$ cat config.mk
export PLATFORM = sky130hd
export DESIGN_NAME = stpn_cell
export DESIGN_NICKNAME = d
export VERILOG_FILES = /design/src/rtl/core/stpn_pkg.sv /design/src/rtl/core/stpn_cell.sv
export SDC_FILE = /design/constraint.sdc
export NUM_CORES = 1
export LEC_CHECK = 0
export BUFFER_PORTS_ARGS = -buffer_cell sky130_fd_sc_hd__buf_2
export CORE_MARGIN = 3
export CORE_UTILIZATION = 47
export DETAILED_ROUTE_END_ITERATION = 8
export PLACE_DENSITY = 0.83
export SYNTH_ARGS = -nofsm -noshare
export SYNTH_HDL_FRONTEND = slang
export SYNTH_SLANG_ARGS = --single-unit
export TNS_END_PERCENT = 10
$ cat constraint.sdc
create_clock -name clk -period 4.7 [get_ports clk]
set_clock_uncertainty 0.1 [all_clocks]
set_input_delay 1.41 -clock clk [delete_from_list [all_inputs] [get_ports clk]]
set_output_delay 1.41 -clock clk [all_outputs]
set_load 0.03 [all_outputs]
$ cat src/rtl/core/stpn_pkg.sv
// Package for the top-k peak picker with base-peak normalization.
// Holds payload structs, cell control struct, FSM states and register indexes.
// No dependencies.
`default_nettype none

package stpn_pkg;

  localparam int TOP_PEAKS_DEF = 64;
  localparam int DATA_W        = 32;
  localparam int CFG_IDX_W     = 1;

  localparam logic [DATA_W-1:0] BASE_INT_RST = DATA_W'(100000);
  localparam logic [DATA_W-1:0] MIN_INT_RST  = '0;

  // Configuration register indexes
  localparam logic [CFG_IDX_W-1:0] CFG_BASE_INT = CFG_IDX_W'(0);
  localparam logic [CFG_IDX_W-1:0] CFG_MIN_INT  = CFG_IDX_W'(1);

  typedef struct packed {
    logic [DATA_W-1:0] peak_mz;
    logic [DATA_W-1:0] peak_intensity;
    logic              last_in_spectrum;
  } peak_in_t;

  typedef struct packed {
    logic [DATA_W-1:0] out_mz;
    logic [DATA_W-1:0] out_intensity;
    logic              out_last;
  } peak_out_t;

  // Contents of one cell of the ordered store
  typedef struct packed {
    logic [DATA_W-1:0] mz;
    logic [DATA_W-1:0] intensity;
  } kept_t;

  // Commands broadcast to every cell
  typedef struct packed {
    logic ins;    // insert the broadcast peak
    logic full;   // store full: evict weakest while inserting
    logic shift;  // move every entry one cell toward cell 0
  } cell_ctl_t;

  typedef enum logic [2:0] {
    S_IDLE,
    S_MUL,
    S_DIV,
    S_EMIT,
    S_TOP
  } state_t;

endpackage

`default_nettype wire

$ cat src/rtl/core/stpn_cell.sv
// One cell of the ordered peak store (ascending intensity toward higher cells).
// Depends on stpn_pkg for kept_t and cell_ctl_t.
`default_nettype none

module stpn_cell
  import stpn_pkg::*;
(
  input  wire logic              clk,
  input  wire cell_ctl_t         ctl,
  input  wire logic              occ,        // cell holds a kept peak
  input  wire kept_t             new_peak,
  input  wire logic              ge_below,   // lower neighbor stays below new peak
  input  wire kept_t             data_below,
  input  wire logic              ge_above,
  input  wire kept_t             data_above,
  output logic                   ge,
  output kept_t                  data
);

  kept_t data_r;
  kept_t data_nxt;

  // Entry ranks at or below the new peak (later arrival wins ties)
  assign ge   = occ && (data_r.intensity <= new_peak.intensity);
  assign data = data_r;

  // Select hold, load, or take from a neighbor
  always_comb begin
    data_nxt = data_r;
    if (ctl.shift) begin
      data_nxt = data_above;
    end else if (ctl.ins) begin
      if (ctl.full) begin
        if (ge && ge_above) begin
          data_nxt = data_above;
        end else if (ge) begin
          data_nxt = new_peak;
        end
      end else begin
        if (!ge) begin
          data_nxt = ge_below ? new_peak : data_below;
        end
      end
    end
  end

  always_ff @(posedge clk) begin
    data_r <= data_nxt;
  end

endmodule

`default_nettype wire

### Yosys cells after proc, flatten, opt, wreduce, memory -nomap -nowiden

Cells that the tools add are included.

| cells by class | value |
|---|---|
| order comparisons | 1 |
| eq/ne operators | 2 |
| muxes and demuxes | 7 |
| reduce and logical (&&, ||, !) cells | 4 |

Operators with widths:

| cell | number |
|---|---|
| $mux W64 | 7 |
| $le A32 B32 Y1 | 1 |
| $ne A4 B2 Y1 const B | 1 |
| $ne A3 B3 Y1 const B | 1 |
| $reduce_and A3 Y1 | 1 |
| $logic_and A1 B1 Y1 | 2 |
| $reduce_bool A2 Y1 | 1 |

| word-level totals | value |
|---|---|
| logic and storage cells | 16 |
| flip-flop bits (word level) | 64 |

### Depth between registers and ports, before layout

| logic depth | value |
|---|---|
| word-level depth | 7 |
| gate-level depth with buffers | 12 |

### Least setup slack after synthesis

OpenSTA, ideal clock, no wires.

| timing | value |
|---|---|
| kind | input-to-output |
| start | input port new_peak[30] in the netlist's numbering |
| end | output port ge |
| path buffers | 0 |
| arrival | 3.115 ns |
| path slack | 0.075 ns |
| cell stages on the path | 8 |
| data required time | 3.190 ns |
| path through | inv_1 -> ha_1 -> nand4_1 -> or3_4 -> nor4_4 -> nand3_1 -> o21ai_0 -> and2_1 |

| between the ends | value |
|---|---|
| word-level cells in the longest chain between the ends | 2 |

Ends and longest elaborated chain:

| element | RTL line | source |
|---|---|---|
| from (decl) | stpn_cell.sv:11 | `input wire kept_t new_peak,` |
| $le A32 B32 Y1 | stpn_cell.sv:24 | `assign ge = occ && (data_r.intensity <= new_peak.intensity);` |
| $logic_and A1 B1 Y1 | stpn_cell.sv:24 |  |
| to (decl) | stpn_cell.sv:16 | `output logic ge,` |

Every way passes these cells.

### Final worst setup path

| timing | value |
|---|---|
| start | input port new_peak[7] in the netlist's numbering |
| end | output port ge |

Same word-level chain as after synthesis.

==> flow_summary.ini <==
[power_and_ir_drop]
max-vdd-ir-drop_mv = 0.176
clock_power_share_pct = 30.2
p_total_w = 0.00212
power_density_nw_per_um2 = 288
swShare_pct = 33.5
switchingPower_w = 0.000709
power_frac_seq_pct = 35.8
internal-power_w = 0.00141
power_frac_comb_pct = 34.1
p_leak_nw = 3.32

[synthesis]
synthFlopType = edfxtp_1
synth_area_per_cell_um2 = 8.89
syn_inst = 596
synth_nets = 827
synth_top_area_share_pct = 36.3
synth.distinct_cells = 37
ys_seq_area_share_pct = 36.3
yosysTopAreaCell = edfxtp_1
synth_area_um2 = 5300
synthTopCellsByArea = edfxtp_1 36%, nand3_1 12%, a22oi_1 8.9%
async_flop_share_pct = 0
ys_warn_count = 0
synth_edf_count = 64
ys_ff_latch = 64

[die]
die_area_um2 = 12600
core_area_um2 = 10900
initial_utilization_pct = 48.4
die_w_um = 112
fp.dieH_um = 112
std_cell_rows = 38
pin_count = 264

[clock_network]
numCtsBuffers = 9
ctsLongestPathBuffers = 2
cts_tree = yes
worstSkewPairLatency_ps = 320
cts_max_level = 3
cts.sinks = 64
path_clk_slew_ps = 50
cts_root_buffer = clkbuf_16

[global_route]
antenna_found_initial = 0
grt_first_pass_wirelength_um = 27500
first_global_vias = 5710
grtUsageTotal_pct = 26.5
grt_overflow = 0
grt_max_degree = 83

[timing]
fmax_mhz = 212
relSlewSlack_pct = 36.6
setup_ws_ps = -14.9
rsz0062_at_grt = true
slew_violations = 0
period_share_pct = 100
fin_hold_ws_ps = 1270
tightest_slew_ps = 952
setup_viol = 1
post-route-min-period_ps = 4710
hold_violations = 0

[drt]
top_layer = met4
vias = 5926
routedWlPerCell_um = 18.0
drt_iter0_drc = 699
wl_met1_um = 6870
via_per_inst = 5.95
totalWireLength_um = 17900
drc = 0
drt_pass1_iterations = 6
ant_nets = 0
dr_wl_met3_um = 1710
wl_met2_um = 8970

[finish]
final_common_cell = buf_2
post-route-cell-area_um2 = 7360
layout_common_cells = 257 x buf_2, 129 x nand3_1, 64 x edfxtp_1
fillers = 893
n_antenna_cell = 0
final_nets = 1083
syn2layout_area_growth_pct = 38.9
largest_reg_flops = 64
layout-drive-gt1-share_pct = 44.3

[placement]
gp_congestion = 0.848
dp_hpwl_um = 12300
place_area_um2 = 6860
portBuffers = 263

[critical_path]
crit_arrival_ps = 3200
start_kind = input port
critical_path.slowest_cell = o41a_2
crit_chain = buf_2 > inv_1 > ha_1 > a21oi_1 > o21ai_1 > o2bb2ai_2 > o41a_2 > o21ai_2 > and2_4 > buf_6
crit_fanout = 2
end_kind = primary output
cpPeakStageDelay_ps = 510
crit_type = in -> out
required_ps = 3190

[run]
max_cap_viol_count = 0

[outcome]
violations = negative setup slack
status = finished with violations

[worst_hold_path]
min_path_type = in -> reg
==> metal layers <==
| layer | vias up | track usage, % |
|---|---|---|
| met5 | - | 0 |
| met4 | 0 | 9.38 |
| met3 | 30 | 6.25 |
| met2 | 335 | 45.8 |
| met1 | 2753 | 32.3 |
| li1 | 2808 | - |
==> kinds of logic (layout without fill, tap and decap cells) <==
| group | count (synthesis) | in the layout | synth area share, % |
|---|---|---|---|
| compound gates | 128 | 128 | 15.9 |
| buf+inv | 90 | 350 | 7.25 |
| fa+ha+maj | 32 | 32 | 7.56 |
| flops | 64 | 64 | 36.3 |
| mux | 33 | 33 | 6.99 |
| simple gates | 249 | 249 | 26.1 |
==> synth_stat cells (3+ instances only) <==
| library cell | n |
|---|---|
| a21oi_1 | 46 |
| nand4_1 | 4 |
| nand3_1 | 129 |
| inv_1 | 35 |
| buf_4 | 5 |
| nand3b_1 | 32 |
| or4_1 | 31 |
| buf_2 | 4 |
| a22oi_1 | 63 |
| clkbuf_1 | 39 |
| edfxtp_1 | 64 |
| nor2_1 | 34 |
| buf_1 | 4 |
| buf_6 | 3 |
| o21ai_0 | 7 |
| nand2_1 | 13 |
| mux2_2 | 32 |
| ha_1 | 32 |
==> power by group through the flow <==
| stage | clock network (W) | registers, W | logic (W) |
|---|---|---|---|
| 4_1_cts | 0.000648 | 0.000751 | 0.000690 |
| 3_3_place_gp | 0 | 0.000761 | 0.000671 |
| 5_1_grt | 0.000673 | 0.000764 | 0.000785 |
| 2_1_floorplan | 0 | 0.000897 | 0.000292 |
| 3_5_place_dp | 0 | 0.000762 | 0.000683 |
| 6_report | 0.000639 | 0.000758 | 0.000722 |
==> path summary, 6_finish.rpt <==
path | start | endpoint | slack [ps] | cells after the start
setup / recovery | new_peak[7] | ge | -10 | 10
hold / removal | data_above[62] | data[62]$_DFFE_PP_ | 1270 | 2
setup reg to reg | data[30]$_DFFE_PP_ | data[42]$_DFFE_PP_ | 1280 | 9
hold reg to reg | data[15]$_DFFE_PP_ | data[31]$_DFFE_PP_ | 1330 | 7
==> final cells by class <==
| type | instances | area [um2] | area share (%) |
|---|---|---|---|
| Timing Repair Buffer | 300 | 1670 | 22.6 |
| Clock buffer | 10 | 229 | 3.11 |
| Sequential cell | 64 | 1920 | 26.1 |
| Tap cell | 140 | 175 | 2.38 |
| Multi-Input combinational cell | 442 | 3180 | 43.3 |
| Clock inverter | 5 | 48.8 | 0.663 |
| Inverter | 35 | 134 | 1.82 |
==> metrics by stage <==
| stage | setup WS, ps | setup TNS (ps) | instances | util, % |
|---|---|---|---|---|
| detailed placement | -228 | -228 | 977 | 62.7 |
| finish | -14.9 | -14.9 | 996 | 67.3 |
| CTS | 7.12 | 0 | 993 | 65.4 |
| global placement | -198 | -198 | 977 | 62.7 |
| global route | -82.5 | -82.5 | 996 | 67.3 |
| floorplan | 75.1 | 0 | 596 | - |
==> critical path, delay by kind of cell <==
family,cells,cell delay (ps)
compound gates,5,1060
buf+inv,3,250
fa+ha+maj,1,300
simple gates,1,170
==> what timing repair did <==
item | CTS | global route
pin swaps | 2 | 25
gates resized for setup | 5 | 31
endpoints found under the setup margin | 1 | 1
hold buffers | 0 | 0
buffers inserted | 1 | 3
Note: power is estimated with default switching activity, not from simulation.
