<file path="src/rtl/core/stpn_pkg.sv">
// Package for the top-k peak picker with base-peak normalization.
// Holds payload structs, cell control struct, FSM states and register indexes.
// No dependencies.
`default_nettype none

package stpn_pkg;

  localparam int TOP_PEAKS_DEF = 64;
  localparam int DATA_W        = 32;
  localparam int CFG_IDX_W     = 1;

  localparam logic [DATA_W-1:0] BASE_INT_RST = DATA_W'(100000);
  localparam logic [DATA_W-1:0] MIN_INT_RST  = '0;

  // Configuration register indexes
  localparam logic [CFG_IDX_W-1:0] CFG_BASE_INT = CFG_IDX_W'(0);
  localparam logic [CFG_IDX_W-1:0] CFG_MIN_INT  = CFG_IDX_W'(1);

  typedef struct packed {
    logic [DATA_W-1:0] peak_mz;
    logic [DATA_W-1:0] peak_intensity;
    logic              last_in_spectrum;
  } peak_in_t;

  typedef struct packed {
    logic [DATA_W-1:0] out_mz;
    logic [DATA_W-1:0] out_intensity;
    logic              out_last;
  } peak_out_t;

  // Contents of one cell of the ordered store
  typedef struct packed {
    logic [DATA_W-1:0] mz;
    logic [DATA_W-1:0] intensity;
  } kept_t;

  // Commands broadcast to every cell
  typedef struct packed {
    logic ins;    // insert the broadcast peak
    logic full;   // store full: evict weakest while inserting
    logic shift;  // move every entry one cell toward cell 0
  } cell_ctl_t;

  typedef enum logic [2:0] {
    S_IDLE,
    S_MUL,
    S_DIV,
    S_EMIT,
    S_TOP
  } state_t;

endpackage

`default_nettype wire

</file>
<file path="src/rtl/core/stpn_scale.sv">
// Scaling unit: floor(a * b / d), a registered multiply then a bit-serial divider.
// Gives 0 for d == 0. Depends on stpn_pkg for DATA_W.
`default_nettype none

module stpn_scale
  import stpn_pkg::*;
(
  input  wire logic              clk,
  input  wire logic              rst_n,
  input  wire logic              go,
  input  wire logic [DATA_W-1:0] a,
  input  wire logic [DATA_W-1:0] b,
  input  wire logic [DATA_W-1:0] d,
  output logic                   done,
  output logic [DATA_W-1:0]      quo
);

  localparam int CNT_W = $clog2(DATA_W);

  logic [2*DATA_W-1:0] prod_r;
  logic [DATA_W-1:0]   d_r;
  logic [DATA_W-1:0]   rem_r, rem_nxt;
  logic [DATA_W-1:0]   q_r, q_nxt;
  logic [CNT_W-1:0]    cnt_r, cnt_nxt;
  logic                ld_r, ld_nxt;
  logic                run_r, run_nxt;
  logic                done_r, done_nxt;
  logic [DATA_W:0]     trial;
  logic                fits;

  // One restoring step: bring down the next dividend bit
  assign trial = {rem_r, q_r[DATA_W-1]};
  assign fits  = (trial >= {1'b0, d_r});

  always_comb begin
    rem_nxt  = rem_r;
    q_nxt    = q_r;
    cnt_nxt  = cnt_r;
    ld_nxt   = 1'b0;
    run_nxt  = run_r;
    done_nxt = 1'b0;
    if (go) begin
      ld_nxt  = 1'b1;
      cnt_nxt = '0;
    end else if (ld_r) begin
      // High half is below d, so the quotient fits the low half
      rem_nxt = prod_r[2*DATA_W-1:DATA_W];
      q_nxt   = prod_r[DATA_W-1:0];
      run_nxt = 1'b1;
    end else if (run_r) begin
      rem_nxt = fits ? DATA_W'(trial - {1'b0, d_r}) : trial[DATA_W-1:0];
      q_nxt   = {q_r[DATA_W-2:0], fits};
      cnt_nxt = cnt_r + CNT_W'(1);
      if (cnt_r == CNT_W'(DATA_W - 1)) begin
        run_nxt  = 1'b0;
        done_nxt = 1'b1;
      end
    end
  end

  // Control registers
  always_ff @(posedge clk) begin
    if (!rst_n) begin
      ld_r   <= 1'b0;
      run_r  <= 1'b0;
      done_r <= 1'b0;
      cnt_r  <= '0;
    end else begin
      ld_r   <= ld_nxt;
      run_r  <= run_nxt;
      done_r <= done_nxt;
      cnt_r  <= cnt_nxt;
    end
  end

  // Datapath registers
  always_ff @(posedge clk) begin
    if (go) begin
      prod_r <= a * b;
      d_r    <= d;
    end
    rem_r <= rem_nxt;
    q_r   <= q_nxt;
  end

  assign done = done_r;
  assign quo  = (d_r == '0) ? '0 : q_r;

endmodule

`default_nettype wire

</file>
<file path="config.mk">
export PLATFORM = sky130hd
export DESIGN_NAME = stpn_scale
export DESIGN_NICKNAME = d
export VERILOG_FILES = /design/src/rtl/core/stpn_pkg.sv /design/src/rtl/core/stpn_scale.sv
export SDC_FILE = /design/constraint.sdc
export NUM_CORES = 2
export LEC_CHECK = 0
export BUFFER_PORTS_ARGS = -buffer_cell sky130_fd_sc_hd__buf_2
export CAP_MARGIN = 15
export CORE_ASPECT_RATIO = 1.1
export CORE_UTILIZATION = 49
export CTS_CLUSTER_DIAMETER = 50
export DETAILED_ROUTE_END_ITERATION = 12
export PLACE_DENSITY = 0.76
export SKIP_CTS_REPAIR_TIMING = 1
export SLEW_MARGIN = 10
export SYNTH_ARGS = -nofsm -noshare
export SYNTH_HDL_FRONTEND = slang
export SYNTH_SLANG_ARGS = --single-unit
</file>
<file path="constraint.sdc">
create_clock -name clk -period 9.61 [get_ports clk]
set_input_delay 0 -clock clk [delete_from_list [all_inputs] [get_ports clk]]
set_output_delay 0 -clock clk [all_outputs]
set_load 0.02 [all_outputs]
</file>
=== Word level (Yosys, flattened, before mapping) ===
Cells that the tools add are included.

* Add/sub/neg operators: 2
* Multiply operators: 1
* $lt $le $gt $ge: 1
* Eq/ne operators: 1
* Mux-type cells: 11
* Bitwise gates (word level): 4
* Reduce and logical (&&, ||, !) cells: 6

{| class="wikitable"
|+ Operator list
! operator !! count
|-
| 32-bit 2-to-1 mux || 6
|-
| 32-bit by 32-bit multiplier with 64-bit output || 1
|-
| 33-bit by 32-bit >= comparator with 1-bit output || 1
|-
| 32-bit zero test || 1
|-
| 32-bit subtractor || 1
|-
| 5-bit by 1-bit adder with 5-bit output (second input constant) || 1
|-
| 5-bit equality test (second input constant) || 1
|-
| 1-bit 2-to-1 mux || 5
|-
| 1-bit NOT || 4
|-
| 2-bit AND reduction || 2
|-
| 4-bit OR reduction || 1
|-
| 2-bit nonzero test || 1
|-
| 2-bit OR reduction || 1
|}

* Flip-flop bits (word level): 168
* Output and inout bits: 33

=== Depth between registers and ports, before layout ===
* Depth after elaboration: 4
* Gate-level depth with buffers: 30
* Mapped depth without buffers: 28

=== Worst setup path after synthesis ===
Ideal clock, no wire load.

* Path kind: input to register
* Start: input b[5]
* End: register prod_r[63] (data pin)
* Setup time: 0.266 ns
* Arrival: 6.721 ns
* Required time: 9.344 ns
* Slack: 2.623 ns
* Stages on the path: 26
* Cell sequence: clkbuf_1 and2_1 fa_1 fa_1 fa_1 inv_1 fa_1 inv_1 fa_1 inv_1 fa_1 inv_1 fa_1 inv_1 fa_1 inv_1 ha_1 clkbuf_1 nand2_1 or3_1 o31ai_1 o21ai_1 o41ai_2 a21oi_1 o41ai_1 xnor2_1

* Cells in the longest elaborated chain, start to end: 1

{| class="wikitable"
|+ RTL lines
! item !! line !! source
|-
| start, declared || stpn_scale.sv:12 || <nowiki>input wire logic [DATA_W-1:0] b,</nowiki>
|-
| 32-bit by 32-bit multiplier with 64-bit output || stpn_scale.sv:79 || <nowiki>prod_r <= a * b;</nowiki>
|-
| end signal, assigned || stpn_scale.sv:79 ||
|-
| end, declared || stpn_scale.sv:20 || <nowiki>logic [2*DATA_W-1:0] prod_r;</nowiki>
|}

No other way between the ends.
A chain may end at the register's enable or synchronous reset.

=== Worst setup path in the final report ===
* Start: input a[19]
* End: register prod_r[55] (data pin)

* Cells in the longest elaborated chain, start to end: 1

{| class="wikitable"
|+ RTL lines
! item !! line !! source
|-
| start, declared || stpn_scale.sv:11 || <nowiki>input wire logic [DATA_W-1:0] a,</nowiki>
|-
| 32-bit by 32-bit multiplier with 64-bit output || stpn_scale.sv:79 ||
|}

No other way between the ends.

==> out/qor.txt <==
RSZ-0062 raised after global routing: false
CTS tree: built
Yosys cell types: 70
Finished Cell Area: 0.0439 sq mm
largest net degree at the start of global routing: 93
grt met2 use: 0.412
Tightest Pin Transition: 0.988 ns
crit share post-route: 0.802
Hold Path Depth: 1
placed wire-length estimate: 87400 um
Detail Route Antenna Nets: 0
worst-skew pair later-pin latency: 0.44 ns
area grow syn2layout: 5.63%
post-synth top area share: 0.433
syn nets: 5629
final RePlAce weighted congestion: 0.942
max-slew violations: 0
input/output buffers: 131
FF-to-FF setup slack: 5.45 ns
share of cells above drive strength 1: 0.0583
initial core utilization: 0.497
Reg clk slew, reported paths: 0.08 ns
area post-placement: 0.0429 sq mm
WL final: 111000 um
drt pass-1 iters: 5
initial antenna violation count: 10
Die X: 280 um
Post-Syn Instances: 4336
Synth Register Bits: 168
M1 GR Usage: 0.352
syn_area_per_cell: 9.57 sq um
Critical Path End Type: flop
M3 GR Usage: 0.0822
io pins: 132
GR Overflow Total: 0
max cap viols: 0
Vias: 29829
Async SR Flop Fraction: 0
kind of start point of the critical path: primary input
Synth area leaders: fa_1 43%, edfxtp_1 12%, ha_1 9.0%, and2_1 8.8%, inv_1 8.3%
via density per instance: 5.47
Cell Area, Synth: 0.0415 sq mm
WS Path Type: in2reg
post-synthesis sequential area ratio: 0.120
Post-synth EDFFs: 160
commonest non-fill, non-tap cells in the layout: 913 x inv_1, 897 x fa_1, 582 x and2_1, 540 x nand2_1, 297 x ha_1
synth warn: 0
final setup vio count: 0
CTS root buffer: clkbuf_16
Most Crowded Layer GR: met2
Core Area: 0.0836 sq mm
skew final: 0.0133 ns
Critical Path RT: 9.80 ns
Final Hold Viols: 0
Final Critical Period: 7.71 ns
worst reg2reg path depth: 12
DRC viols: 0
number of global-route vias before repair: 32270
Max-Slew Margin vs Limit: 0.341
fmax: 0.130 GHz
most common cell after layout, fill and taps aside: inv_1
Num CTS Buffers: 17
Final TNS setup: 0 ns
DR WL/cell: 20.3 um
CTS H-tree lvls: 4
Nets: 5602
min-delay worst type: in2reg
CTS Buffer Depth: 2
CTS Sinks: 168
DRT iter0 DRCs: 2040
cell taking the most area after synthesis: fa_1
chip height: 307 um
ys flop type: edfxtp_1
run status: finished clean
first-pass GRT wire length: 177000 um
die area: 0.0859 sq mm
data arrival time of the critical path: 7.91 ns
crit path max fanout: 32
GRT Total Usage: 0.267
Rows: 111
flip-flops by register name, indices dropped and copies added, names as in the netlist:
signal	cells
cnt_r	5
d_r	32
done	1
ld_r	1
prod_r	64
q_r	32
rem_r	32
run_r	1
through the flow:
stage	setup WS, ns	util	hold WS, ns	std cells
after floorplan	2.62	-	0.0989	4336
after global placement	1.62	0.513	0.177	5387
after detailed placement	1.53	0.513	0.178	5387
after CTS	2.00	0.521	-0.297	5419
after global routing	1.58	0.525	0.0336	5454
final	1.90	0.525	0.0263	5454
final timing paths:
kind,from,endpoint
setup / recovery,a[19],prod_r[55]
hold / removal,go,prod_r[17]
setup reg to reg,d_r[23],rem_r[27]
hold reg to reg,cnt_r[3],cnt_r[3]
metal layers:
metal | part of all wire | vias up
li1 | - | 12993
met1 | 0.40 | 15088
met2 | 0.44 | 1506
met3 | 0.12 | 226
met4 | 0.037 | 16
met5 | 0.00084 | -
synthesized netlist by cell type (25+ instances only):
master    count
fa_1        897
and2_1      582
inv_1       913
a21o_1       53
xor2_1       32
o21ai_1      25
nor2b_1      42
ha_1        297
mux2_2       39
clkbuf_1    225
nand4_1      25
nor2_1       62
a21oi_1      97
edfxtp_1    160
xnor2_1      61
nand2_1     540
o21ai_0      58
worst max-delay path, stage by stage:
cell	delay, ns
buf_2	0.59
and2_1	0.26
fa_1	0.45
fa_1	0.55
inv_1	0.06
fa_1	0.50
fa_1	0.52
inv_1	0.05
fa_1	0.55
fa_1	0.43
fa_1	0.49
inv_1	0.05
fa_1	0.50
inv_1	0.05
ha_1	0.37
a21oi_1	0.25
o211ai_1	0.14
a21o_1	0.20
or3_1	0.37
o21ai_1	0.56
o41ai_2	0.18
a21oi_1	0.27
nor2b_1	0.23
o21ai_1	0.09
xnor2_1	0.13
cell families after synthesis:
family | after synthesis | synth area share
adders and majority gates | 1194 | 0.522
AOI/OAI and AO/OA | 340 | 0.0539
muxes | 64 | 0.0168
buffers and inverters | 1147 | 0.104
xor gates and xnor gates | 93 | 0.0196
DFF | 168 | 0.120
and+or+nand+nor | 1330 | 0.164
cell type report:
| type | count | area, sq um |
|---|---|---|
| clock inverter | 15 | 196 |
| sequential | 168 | 4970 |
| clock buffer | 17 | 425 |
| fill | 7504 | 39800 |
| timing repair buffer | 188 | 1170 |
| tap | 1130 | 1410 |
| multi-input combinational | 3021 | 32200 |
| inverter | 913 | 3430 |
| antenna | 2 | 5.00 |
Power is left out: the tool's default activity adds up to more than one toggle a clock period on the data nets, which glitch-free logic cannot reach.
